File: config.mk
export PLATFORM = sky130hd
export DESIGN_NAME = ttb_fifo
export DESIGN_NICKNAME = d
export VERILOG_FILES = /design/src/hdl/ttb_pkg.sv /design/src/hdl/ttb_fifo.sv
export VERILOG_INCLUDE_DIRS = /design/src /design/src/hdl
export SDC_FILE = /design/constraint.sdc
export NUM_CORES = 1
export LEC_CHECK = 0
export BUFFER_PORTS_ARGS = -buffer_cell sky130_fd_sc_hd__buf_4
export CAP_MARGIN = 10
export CELL_PAD_IN_SITES_DETAIL_PLACEMENT = 2
export CELL_PAD_IN_SITES_GLOBAL_PLACEMENT = 2
export CORE_UTILIZATION = 39
export CTS_CLUSTER_SIZE = 25
export DETAILED_ROUTE_END_ITERATION = 10
export PLACE_DENSITY_LB_ADDON = 0.1
export SYNTH_ARGS = -nofsm -noshare
export SYNTH_HDL_FRONTEND = slang
export SYNTH_SLANG_ARGS = --single-unit
File: constraint.sdc
create_clock -name i_clk -period 19 [get_ports i_clk]
set_input_delay 3.8 -clock i_clk [delete_from_list [all_inputs] [get_ports i_clk]]
set_output_delay 3.8 -clock i_clk [all_outputs]
set_load 0.05 [all_outputs]
File: src/hdl/triangle_tangent_bitangent_macros.svh
// Assertion macros shared by the tangent and bitangent unit.
`ifndef TRIANGLE_TANGENT_BITANGENT_MACROS_SVH
`define TRIANGLE_TANGENT_BITANGENT_MACROS_SVH

// A condition that holds at every clock edge out of reset.
`define TTB_ASSERT_ALWAYS(lbl, cond, msg) \
    lbl: assert property (@(posedge i_clk) disable iff (!i_rst_n) (cond)) else $error(msg);

// A consequence in the same cycle.
`define TTB_ASSERT_IMPL(lbl, ante, cons, msg) \
    lbl: assert property (@(posedge i_clk) disable iff (!i_rst_n) (ante) |-> (cons)) \
        else $error(msg);

// A consequence in the next cycle.
`define TTB_ASSERT_NEXT(lbl, ante, cons, msg) \
    lbl: assert property (@(posedge i_clk) disable iff (!i_rst_n) (ante) |=> (cons)) \
        else $error(msg);

`endif

File: src/hdl/ttb_pkg.sv
// Shared types, widths and helpers of the tangent and bitangent unit.
package ttb_pkg;
    localparam int CoordW         = 32;
    localparam int DeltaW         = CoordW + 1;
    localparam int ProdW          = 2 * DeltaW;
    localparam int AccW           = ProdW + 2;
    localparam int NormW          = 30;
    localparam int SumW           = 2 * NormW + 2;
    localparam int RootW          = SumW / 2;
    localparam int OutW           = 16;
    localparam int MaxMag         = 32767;
    localparam int NumSteps       = 14;
    localparam int DefOutFracBits = 14;
    localparam int DefQueueDepth  = 2;

    // One triangle as edges and texture deltas, all exact.
    typedef struct packed {
        logic [2:0][DeltaW-1:0] e1;
        logic [2:0][DeltaW-1:0] e2;
        logic [DeltaW-1:0]      d1u;
        logic [DeltaW-1:0]      d1v;
        logic [DeltaW-1:0]      d2u;
        logic [DeltaW-1:0]      d2v;
    } t_tri;

    localparam int TriW = $bits(t_tri);

    function automatic logic signed [DeltaW-1:0] sx(input logic [CoordW-1:0] a);
        sx = {a[CoordW-1], a};
    endfunction
endpackage

File: src/hdl/ttb_fifo.sv
// Short register queue between the front end and the back end.
`include "triangle_tangent_bitangent_macros.svh"
module ttb_fifo
    import ttb_pkg::*;
#(
    parameter int Width = TriW,
    parameter int Depth = DefQueueDepth
) (
    input  logic             i_clk,
    input  logic             i_rst_n,
    input  logic             i_push,
    input  logic [Width-1:0] i_data,
    output logic             o_full,
    input  logic             i_pop,
    output logic             o_valid,
    output logic [Width-1:0] o_data
);
    localparam int PtrW = (Depth > 1) ? $clog2(Depth) : 1;
    localparam int CntW = $clog2(Depth + 1);

    logic [Width-1:0] r_mem [Depth];
    logic [PtrW-1:0]  r_wr;
    logic [PtrW-1:0]  r_rd;
    logic [CntW-1:0]  r_cnt;
    logic             do_push;
    logic             do_pop;

    assign o_full  = (r_cnt == CntW'(Depth));
    assign o_valid = (r_cnt != '0);
    assign o_data  = r_mem[r_rd];
    assign do_push = i_push && !o_full;
    assign do_pop  = i_pop && o_valid;

    always_ff @(posedge i_clk) begin
        if (!i_rst_n) begin
            r_wr  <= '0;
            r_rd  <= '0;
            r_cnt <= '0;
        end else begin
            if (do_push) begin
                r_wr <= (r_wr == PtrW'(Depth - 1)) ? '0 : r_wr + PtrW'(1);
            end
            if (do_pop) begin
                r_rd <= (r_rd == PtrW'(Depth - 1)) ? '0 : r_rd + PtrW'(1);
            end
            if (do_push && !do_pop) begin
                r_cnt <= r_cnt + CntW'(1);
            end else if (do_pop && !do_push) begin
                r_cnt <= r_cnt - CntW'(1);
            end
        end
    end

    always_ff @(posedge i_clk) begin
        if (do_push) begin
            r_mem[r_wr] <= i_data;
        end
    end

    `TTB_ASSERT_ALWAYS(a_cnt_range, r_cnt <= CntW'(Depth), "queue count beyond depth")
    `TTB_ASSERT_IMPL(a_no_overflow, i_push, !o_full, "triangle pushed into a full queue")
endmodule

==> impl_metrics.ini <==
[synth]
ys_seq_area_share_pct = 77.86
synth_cell_type_count = 23
synth_cells = 1052
ys_ff_latch = 665
yosys_warnings = 0
synth_area_leaders = edfxtp_1 (77%), mux2_4 (18%), buf_12 (2.6%)
synth_top_area_share_pct = 77.46
yosysTopAreaCell = edfxtp_1
synth_fp_nets = 1387
ys.flop_type = edfxtp_1
synth.avg_cell_area_sq_um = 24.32
async_flop_share_pct = 0
syn_area_sq_um = 25580
synth_edf_count = 660

[timing]
fin_skew_ns = 0.03108
setup_ws_ns = 11.46
fmax_mhz = 132.5
worstMarginPinSlew_ns = 1.145
timing.slew.headroom_pct = 23.65
hold-worst-slack_ns = 0.5267
period_share_pct = 39.71
drv_slew = 0
final.setup.tns_ns = 0
setup_viol_count_final = 0
grt_setup_unrepaired = no
period_minus_slack_ns = 7.545
hold_violations = 0

[worst_setup_path]
crit_path_frequent_cell = buf_4
worstPathRequired_ns = 15.20
crit_path_start_kind = register
r2r_start = r_cnt[0]$_SDFFE_PN0P_
critical_path.max_fanout = 130
slowest_delay_ns = 0.88
path_cells = buf_12, buf_4, mux2_4, buf_4
slowest_stage = dfxtp_4
end_kind = output port
worstPathArrival_ns = 3.74
path_class = register to output port

[floorplan]
die_height_microns = 258.1
pin_count = 666
die_area_sq_um = 66630
coreArea_sq_um = 64580
die_w_microns = 258.1
initial_core_util_pct = 39.62
rows = 93

[clock_network]
cts_tree = built
cts_made_buffers = 72
ctsResizeCount = 0
cts_buffer_depth = 3
clockRootBuffer = clkbuf_16
worstSkewPairLatency_ns = 0.62
cts_num_sinks = 665
path_clk_slew_ns = 0.06
post-cts-setup-buffers = 0
hold_buffers = 0
htreeDepth = 3

[route]
drc = 0
initialDrtViolationCount = 658
first_pass_iters = 4
routed_wl_mm = 74.31
drtAntennaViolNets = 0
routed_via_density = 4.786
drt-wirelength-per-cell_microns = 27.67
vias = 12860

[final_layout]
nNetsFinal = 2100
layout_commonest_cell = buf_4
area_delta_synth_final_pct = 30.59
final_cell_mix = buf_4 (673), edfxtp_1 (660), mux2_4 (300), clkbuf_16 (73), mux2_2 (30)
drive_above_1_share_pct = 60.60

[global_route]
grt_antenna_before_repair = 15
met1_usage_pct = 22.85
grt_util_all_layers_pct = 21.59
grt_max_degree = 161
met2_usage_pct = 39.37
grt_busiest_layer = met2
grt.overflow.total = 0
grt_pass1_wl_mm = 102.7
grtUsageMet3_pct = 7.725
grt_pass1_vias = 14310

[worst_hold_path]
min_path_type = register to register
hp-start = r_cnt[1]$_SDFFE_PN0P_

[power]
vdd_drop_max_mv = 0.1059
cellLeakagePower_nw = 12.89
powerDensity_nw_per_um2 = 160.6

[place]
post-place-ws_ns = 11.84
io_buffer_count = 665
gp_congestion = 0.8474
hpwl_mm = 53.52

[job]
maxCapViolations = 0

[status]
status = finished clean
worst paths after layout:
path	slack (ns)	endpoint	depth (start not counted)
max	11.46	o_data[238]	4
max reg2reg	15.15	r_mem[0][253]$_DFFE_PP_	6
min	0.53	r_cnt[1]$_SDFFE_PN0P_	2
min reg2reg	0.53	r_cnt[1]$_SDFFE_PN0P_	2
synthesized netlist by cell type (2+ instances only):
cell / number
and2_1: 3
buf_12: 33
buf_2: 3
dfxtp_1: 5
edfxtp_1: 660
inv_1: 2
mux2_2: 30
mux2_4: 300
xnor2_1: 2
power breakdown:
group | internal, mW | leakage [nW] | switching, mW
clock | 0.806 | 1.11 | 0.569
combinational | 0.722 | 5.58 | 1.35
sequential | 1.85 | 6.20 | 0.0727
logic make-up (layout without fill, tap and decap cells):
family / after synthesis / count (layout) / synth area share [%]
compound gates: 5 / 5 / 0.1271
xor+xnor: 3 / 3 / 0.1027
fa+ha+maj: 1 / 1 / 0.04890
buf+inv: 39 / 807 / 2.714
flops: 665 / 665 / 77.86
mux: 330 / 330 / 18.93
other cells: 0 / 11 / 0
simple gates: 9 / 9 / 0.2250
layout make-up:
type | count | area [sq um]
fill | 5651 | 31170
sequential | 665 | 19920
timing repair buffer | 676 | 5112
multi-input combinational | 348 | 4982
clock buffer | 94 | 1906
tap | 855 | 1070
clock inverter | 35 | 382.9
antenna | 11 | 27.53
inverter | 2 | 7.507
worst max-delay path, delay by kind of cell, from the launching register on:
kind / cells / cell delay (ns)
flip-flops: 1 / 0.88
multiplexers: 1 / 0.36
buffers and inverters: 3 / 1.62
per-layer routing:
metal | wire length [microns] | up-vias
met3 | 5825 | 120
met2 | 40120 | 461
met5 | 64 | -
met4 | 2150 | 10
met1 | 26160 | 6615
li1 | - | 5650
flip-flops by register name (all words and copies together), names as in the netlist, named ones only:
| register | flops |
|---|---|
| r_mem | 660 |
| r_rd | 1 |
| r_wr | 1 |
| r_cnt | 2 |
through the flow:
step / std cells / area, sq um / util (%) / power [mW]
global placement: 2546 / 31090 / 48.15 / 4.002
global route: 2684 / 33410 / 51.73 / 5.527
finish: 2686 / 33410 / 51.74 / 5.365
detailed placement: 2546 / 31090 / 48.15 / 4.039
floorplan: 1052 / 25580 / - / 3.580
CTS: 2675 / 33380 / 51.69 / 5.431
No activity file was read; power rests on OpenSTA's default activity.
