===== src/hdl/triangle_tangent_bitangent_macros.svh =====
// Assertion macros shared by the tangent and bitangent unit.
`ifndef TRIANGLE_TANGENT_BITANGENT_MACROS_SVH
`define TRIANGLE_TANGENT_BITANGENT_MACROS_SVH

// A condition that holds at every clock edge out of reset.
`define TTB_ASSERT_ALWAYS(lbl, cond, msg) \
    lbl: assert property (@(posedge i_clk) disable iff (!i_rst_n) (cond)) else $error(msg);

// A consequence in the same cycle.
`define TTB_ASSERT_IMPL(lbl, ante, cons, msg) \
    lbl: assert property (@(posedge i_clk) disable iff (!i_rst_n) (ante) |-> (cons)) \
        else $error(msg);

// A consequence in the next cycle.
`define TTB_ASSERT_NEXT(lbl, ante, cons, msg) \
    lbl: assert property (@(posedge i_clk) disable iff (!i_rst_n) (ante) |=> (cons)) \
        else $error(msg);

`endif


===== src/hdl/ttb_pkg.sv =====
// Shared types, widths and helpers of the tangent and bitangent unit.
package ttb_pkg;
    localparam int CoordW         = 32;
    localparam int DeltaW         = CoordW + 1;
    localparam int ProdW          = 2 * DeltaW;
    localparam int AccW           = ProdW + 2;
    localparam int NormW          = 30;
    localparam int SumW           = 2 * NormW + 2;
    localparam int RootW          = SumW / 2;
    localparam int OutW           = 16;
    localparam int MaxMag         = 32767;
    localparam int NumSteps       = 14;
    localparam int DefOutFracBits = 14;
    localparam int DefQueueDepth  = 2;

    // One triangle as edges and texture deltas, all exact.
    typedef struct packed {
        logic [2:0][DeltaW-1:0] e1;
        logic [2:0][DeltaW-1:0] e2;
        logic [DeltaW-1:0]      d1u;
        logic [DeltaW-1:0]      d1v;
        logic [DeltaW-1:0]      d2u;
        logic [DeltaW-1:0]      d2v;
    } t_tri;

    localparam int TriW = $bits(t_tri);

    function automatic logic signed [DeltaW-1:0] sx(input logic [CoordW-1:0] a);
        sx = {a[CoordW-1], a};
    endfunction
endpackage


===== src/hdl/ttb_front.sv =====
// Front end: collects three vertices and forms edges and texture deltas.
module ttb_front
    import ttb_pkg::*;
(
    input  logic              i_clk,
    input  logic              i_rst_n,
    input  logic              i_valid,
    output logic              o_stall,
    input  logic [CoordW-1:0] i_position_x,
    input  logic [CoordW-1:0] i_position_y,
    input  logic [CoordW-1:0] i_position_z,
    input  logic [CoordW-1:0] i_tex_u,
    input  logic [CoordW-1:0] i_tex_v,
    output logic              o_push,
    output t_tri              o_tri,
    input  logic              i_full
);
    logic [1:0]        r_count;
    logic [1:0]        n_count;
    logic [CoordW-1:0] r_pos [2][3];
    logic [CoordW-1:0] r_tex [2][2];
    logic [CoordW-1:0] p_in  [3];
    logic              accept;
    logic              last;

    assign p_in[0] = i_position_x;
    assign p_in[1] = i_position_y;
    assign p_in[2] = i_position_z;

    // A count of three cannot arise; it closes the triangle like two.
    assign last    = (r_count >= 2'd2);
    assign o_stall = last && i_full;
    assign accept  = i_valid && !o_stall;
    assign o_push  = accept && last;
    assign n_count = last ? 2'd0 : r_count + 2'd1;

    always_comb begin
        for (int i = 0; i < 3; i++) begin
            o_tri.e1[i] = sx(r_pos[1][i]) - sx(r_pos[0][i]);
            o_tri.e2[i] = sx(p_in[i]) - sx(r_pos[0][i]);
        end
        o_tri.d1u = sx(r_tex[1][0]) - sx(r_tex[0][0]);
        o_tri.d1v = sx(r_tex[1][1]) - sx(r_tex[0][1]);
        o_tri.d2u = sx(i_tex_u) - sx(r_tex[0][0]);
        o_tri.d2v = sx(i_tex_v) - sx(r_tex[0][1]);
    end

    always_ff @(posedge i_clk) begin
        if (!i_rst_n) begin
            r_count <= 2'd0;
        end else if (accept) begin
            r_count <= n_count;
        end
    end

    always_ff @(posedge i_clk) begin
        if (accept && !last) begin
            for (int i = 0; i < 3; i++) begin
                r_pos[r_count[0]][i] <= p_in[i];
            end
            r_tex[r_count[0]][0] <= i_tex_u;
            r_tex[r_count[0]][1] <= i_tex_v;
        end
    end
endmodule


===== config.mk =====
export PLATFORM = sky130hd
export DESIGN_NAME = ttb_front
export DESIGN_NICKNAME = d
export VERILOG_FILES = /design/src/hdl/triangle_tangent_bitangent_macros.svh /design/src/hdl/ttb_pkg.sv /design/src/hdl/ttb_front.sv
export SDC_FILE = /design/constraint.sdc
export NUM_CORES = 1
export LEC_CHECK = 0
export BUFFER_PORTS_ARGS = -buffer_cell sky130_fd_sc_hd__buf_4
export CORE_MARGIN = 3
export CORE_UTILIZATION = 55
export CTS_BUF_LIST = sky130_fd_sc_hd__clkbuf_16
export CTS_CLUSTER_SIZE = 8
export DETAILED_ROUTE_END_ITERATION = 10
export PLACE_DENSITY = 0.81
export SYNTH_ARGS = -nofsm -noshare
export SYNTH_HDL_FRONTEND = slang
export SYNTH_SLANG_ARGS = --single-unit

===== constraint.sdc =====
create_clock -name i_clk -period 25.4 [get_ports i_clk]
set_clock_uncertainty 0.05 [all_clocks]
set_input_delay 2.54 -clock i_clk [delete_from_list [all_inputs] [get_ports i_clk]]
set_output_delay 2.54 -clock i_clk [all_outputs]
set_load 0.02 [all_outputs]

==> results summary <==
The flow ran to the end, and the final reports show no timing, DRC or antenna violations. The overall die area is about 50000 µm². Sorting the synthesized cells by how often they occur yields sky130_fd_sc_hd__edfxtp_1, sky130_fd_sc_hd__ha_1, sky130_fd_sc_hd__inv_1. The detailed placement HPWL is ~62000 µm. By area the synthesized netlist is led by sky130_fd_sc_hd__edfxtp_1, sky130_fd_sc_hd__ha_1, sky130_fd_sc_hd__xnor2_1. The share of total power dissipated in the clock network is 0.268. The final wirelength is 79000 µm. The biggest area contributor in the post-synthesis netlist is sky130_fd_sc_hd__edfxtp_1. STA classifies the critical path startpoint as an input pin. During synthesis, Yosys emitted a total of 0 warnings. The relative contribution of sequential cells to total power is 0.301. The top-area cell type share of the netlist area is 0.370. The number of clock sinks seen by CTS is ~320. In this run the critical register-to-register path is captured at r_pos[1][66]. The number of storage elements in the synthesis netlist is 322. The arithmetic-cell share of the synthesized area counting full adders, half adders and majority gates is 0.162.

The synthesis-to-layout area growth is 22.0%. TritonCTS built the clock tree. The total routing resource utilization after global routing is 0.306. The DRC violation total after the first TritonRoute iteration is around 1.7k. After floorplanning, the core was divided into 78 placement rows. The worst-case hold path end point is r_count[0]. The post-route antenna net violation count is 0.

496 I/O pins were placed. Clock tree synthesis selected as its root buffer the cell sky130_fd_sc_hd__clkbuf_16. The number of synthesized flops with an enable pin is between 300 and 400. The cell internal power dissipation is 1.32 mW.

The library cell contributing the largest single delay on the critical path is sky130_fd_sc_hd__a2111oi_0. The fraction of the mapped netlist area in simple logic gates is 0.123. A synthesized cell averages 9.63 µm². Buffers inserted to repair hold after CTS numbered 0. In this run the vertical extent of the chip is 223 µm.

Setup repair after global routing left no endpoint under its margin. The largest stage delay on the critical path came out at 540 ps. The number of port buffers came out at ~500.

The minimum setup slack after placement is 16960 ps. The H-tree was split into 2 levels. The share of cells above drive strength 1 came out at 0.181. In the final layout, flip-flops and latches occupy 9650 µm². The analysis attributes to cell leakage a power of 14.5 nW. The transition time of the tightest slew-check pin came out at 981 ps. The worst register-to-register path begins at r_count[1].

The share of the Yosys chip area taken by registers is 0.372. In the synthesized netlist the dominant register cell turns out to be sky130_fd_sc_hd__edfxtp_1. The pin count of the biggest net entering global routing came out at 155. The post-route minimum period came out at 8570 ps. The routability-driven placement congestion ratio is a little under 1. The count of filler cells inserted in the layout is 3627. Among the stages of the critical path, the cell type that occurs most often is sky130_fd_sc_hd__buf_4. The clock-pin slew on the worst setup and hold paths came out at 50 ps.

The final count of negative-setup-slack endpoints came out at 0. Dividing the final minimum period by the clock period gives 0.337. The headroom to the max-slew limit came out at 0.346. VDD sags by at most 0.0527 mV. The total power came out at 2.09 mW. The number of antenna violations at the first check in global routing came out at 9. The number of buffers added for setup after CTS is 0. In this run the worst hold path is classified as flop to flop. Based on the critical path, the design can be clocked at up to 117 MHz.

The hold violation total from the final report came out at 0. The multiplexer share of the synthesized area is 0.00116. By area, the combinational part of the netlist is dominated by compound AO/OA/AOI/OAI gates.

The aggregate global routing overflow came out at 0. The worst hold path stage count came out at 2. The required time of the critical path is 22810 ps. The post-cts resize count came out at 0. The worst reg-to-reg setup slack is 22960 ps. In this run the power spent charging and discharging nets is 0.773 mW.

The count of nets after finishing came out at 3709. For this block, the via count after detailed routing is 22.9k. Synthesis instantiated 75 different standard cells from the library. Counting along the longest clock path gives a buffer depth of 3.

The share of total power consumed by net switching is 0.370. Summing every instance area after synthesis gives 26000 µm². The critical path is of the input pin to primary output type. The worst slack on hold paths is 512 ps. At the later pin of the worst-skew pair, clock insertion delay measures 560 ps. The compound-gate portion of the synthesized area was 0.213. The type of destination of the critical path is a primary output.

The number of global-route vias before repair came out at 22.8k. The synthesized instance count is 2697. The power per cell area came out at around 66 nW/µm². Counting flops with an async set or reset pin after synthesis yields a share of 0. The number of iterations in the first detailed-routing pass came out at 6. The die span in x is 223 µm. The synthesized net count came out at 3191. Buffers inserted during clock tree synthesis total 46. The data arrival time of the critical path came out at 5980 ps.

The routed length per placed instance is 20.6 µm. The number of max-slew violations in the final report came to 0. The effective utilization at floorplan came out at 0.565. The number of remaining DRC errors is 0. The total area of multi-input combinational cells is 15300 µm². In this run the most critical hold path is launched from r_count[0]. The signal on the critical path passes through buf_4 -> ha_1 -> or3_1 -> or2_0 -> o211a_1 -> or3_4 -> a211o_1 -> a41oi_2 -> o221ai_2 -> mux2i_1 -> a2111oi_0 -> buf_4. The worst setup slack after layout came out at about 17000 ps. The accumulated negative setup slack came out at 0 ps. The placement-stage cell area is 30400 µm². The finished cells cover 31700 µm². The detailed-route vias per instance came out at 5.97. The core area is 46000 µm².

The proportion of power drawn by combinational gates is 0.431. Counting cells, the worst reg-to-reg path comes to 3. The max-cap check violation count is 0. The largest fanout on the critical path is 4. Of the total synthesized cell area, the portion taken by XOR and XNOR cells is 0.0884.

The wire length of the first global-routing pass is 123000 µm.
-- cells by family (layout without fill, tap and decap cells) --
| logic type | after synthesis | in the layout |
|---|---|---|
| AND/OR/NAND/NOR | 653 | 653 |
| flip-flops | 322 | 322 |
| AO/OA/AOI/OAI | 841 | 841 |
| XOR/XNOR | 262 | 262 |
| buffers and inverters | 286 | 819 |
| other | 0 | 10 |
| multiplexers | 3 | 3 |
| adder cells (fa/ha/maj) | 330 | 330 |
-- final cells by class --
type / count / share of cell area
well taps: 600 / 0.0237
clock buffers: 49 / 0.0387
diodes: 10 / 0.000790
repair buffers: 498 / 0.118
flip-flops and latches: 322 / 0.305
multi-input cells: 2089 / 0.482
clock inverters: 14 / 0.00166
inverters: 258 / 0.0306
-- placed cells by master (no fill, tap or decap), drive strengths merged, types with 81 or more instances in the layout --
cell / instances
a21o: 149
a21oi: 240
buf: 498
edfxtp: 320
ha: 320
inv: 271
nand2: 148
nor2: 181
o21ai: 140
xnor2: 181
xor2: 81
-- worst max path at each step --
stage                          from          end  slack (ps)
finish              i_position_x[4]   o_tri[163]       16830
detailed placement  i_position_x[4]   o_tri[163]       16960
CTS                 i_position_x[4]   o_tri[163]       16920
global placement    i_position_x[4]   o_tri[163]       17110
floorplan                   i_valid  r_pos[0][0]       10430
global route        i_position_x[4]   o_tri[163]       16650
-- per-layer routing --
| metal | vias up | part of all wire | GRT usage |
|---|---|---|---|
| met2 | 859 | 0.48 | 0.524 |
| met1 | 10885 | 0.41 | 0.382 |
| met3 | 147 | 0.079 | 0.0658 |
| li1 | 11020 | - | - |
| met4 | 0 | 0.036 | 0.110 |
| met5 | - | 0 | 0 |
-- flip-flops by register name, summed over array words and instances, names as in the netlist --
register / count
r_tex: 128
r_pos: 192
r_count: 2
-- critical path: cells and delay by family --
family | cells | cell delay [ps]
compound gates | 5 | 1630
fa+ha+maj | 1 | 230
mux | 1 | 150
simple gates | 3 | 1060
buf+inv | 2 | 380
-- power by group through the flow --
stage	Clock [mW]	Combinational [mW]	Sequential (mW)
floorplan	0	0.544	0.647
global placement	0	0.874	0.638
detailed placement	0	0.888	0.640
CTS	0.570	0.893	0.630
global route	0.590	0.963	0.632
finish	0.560	0.899	0.630
-- metrics by stage --
step,utilization,cells
floorplan,-,2697
global placement,0.661,3767
detailed placement,0.661,3767
CTS,0.689,3830
global route,0.689,3836
finish,0.689,3840
No activity file was read; power rests on OpenSTA's default activity.
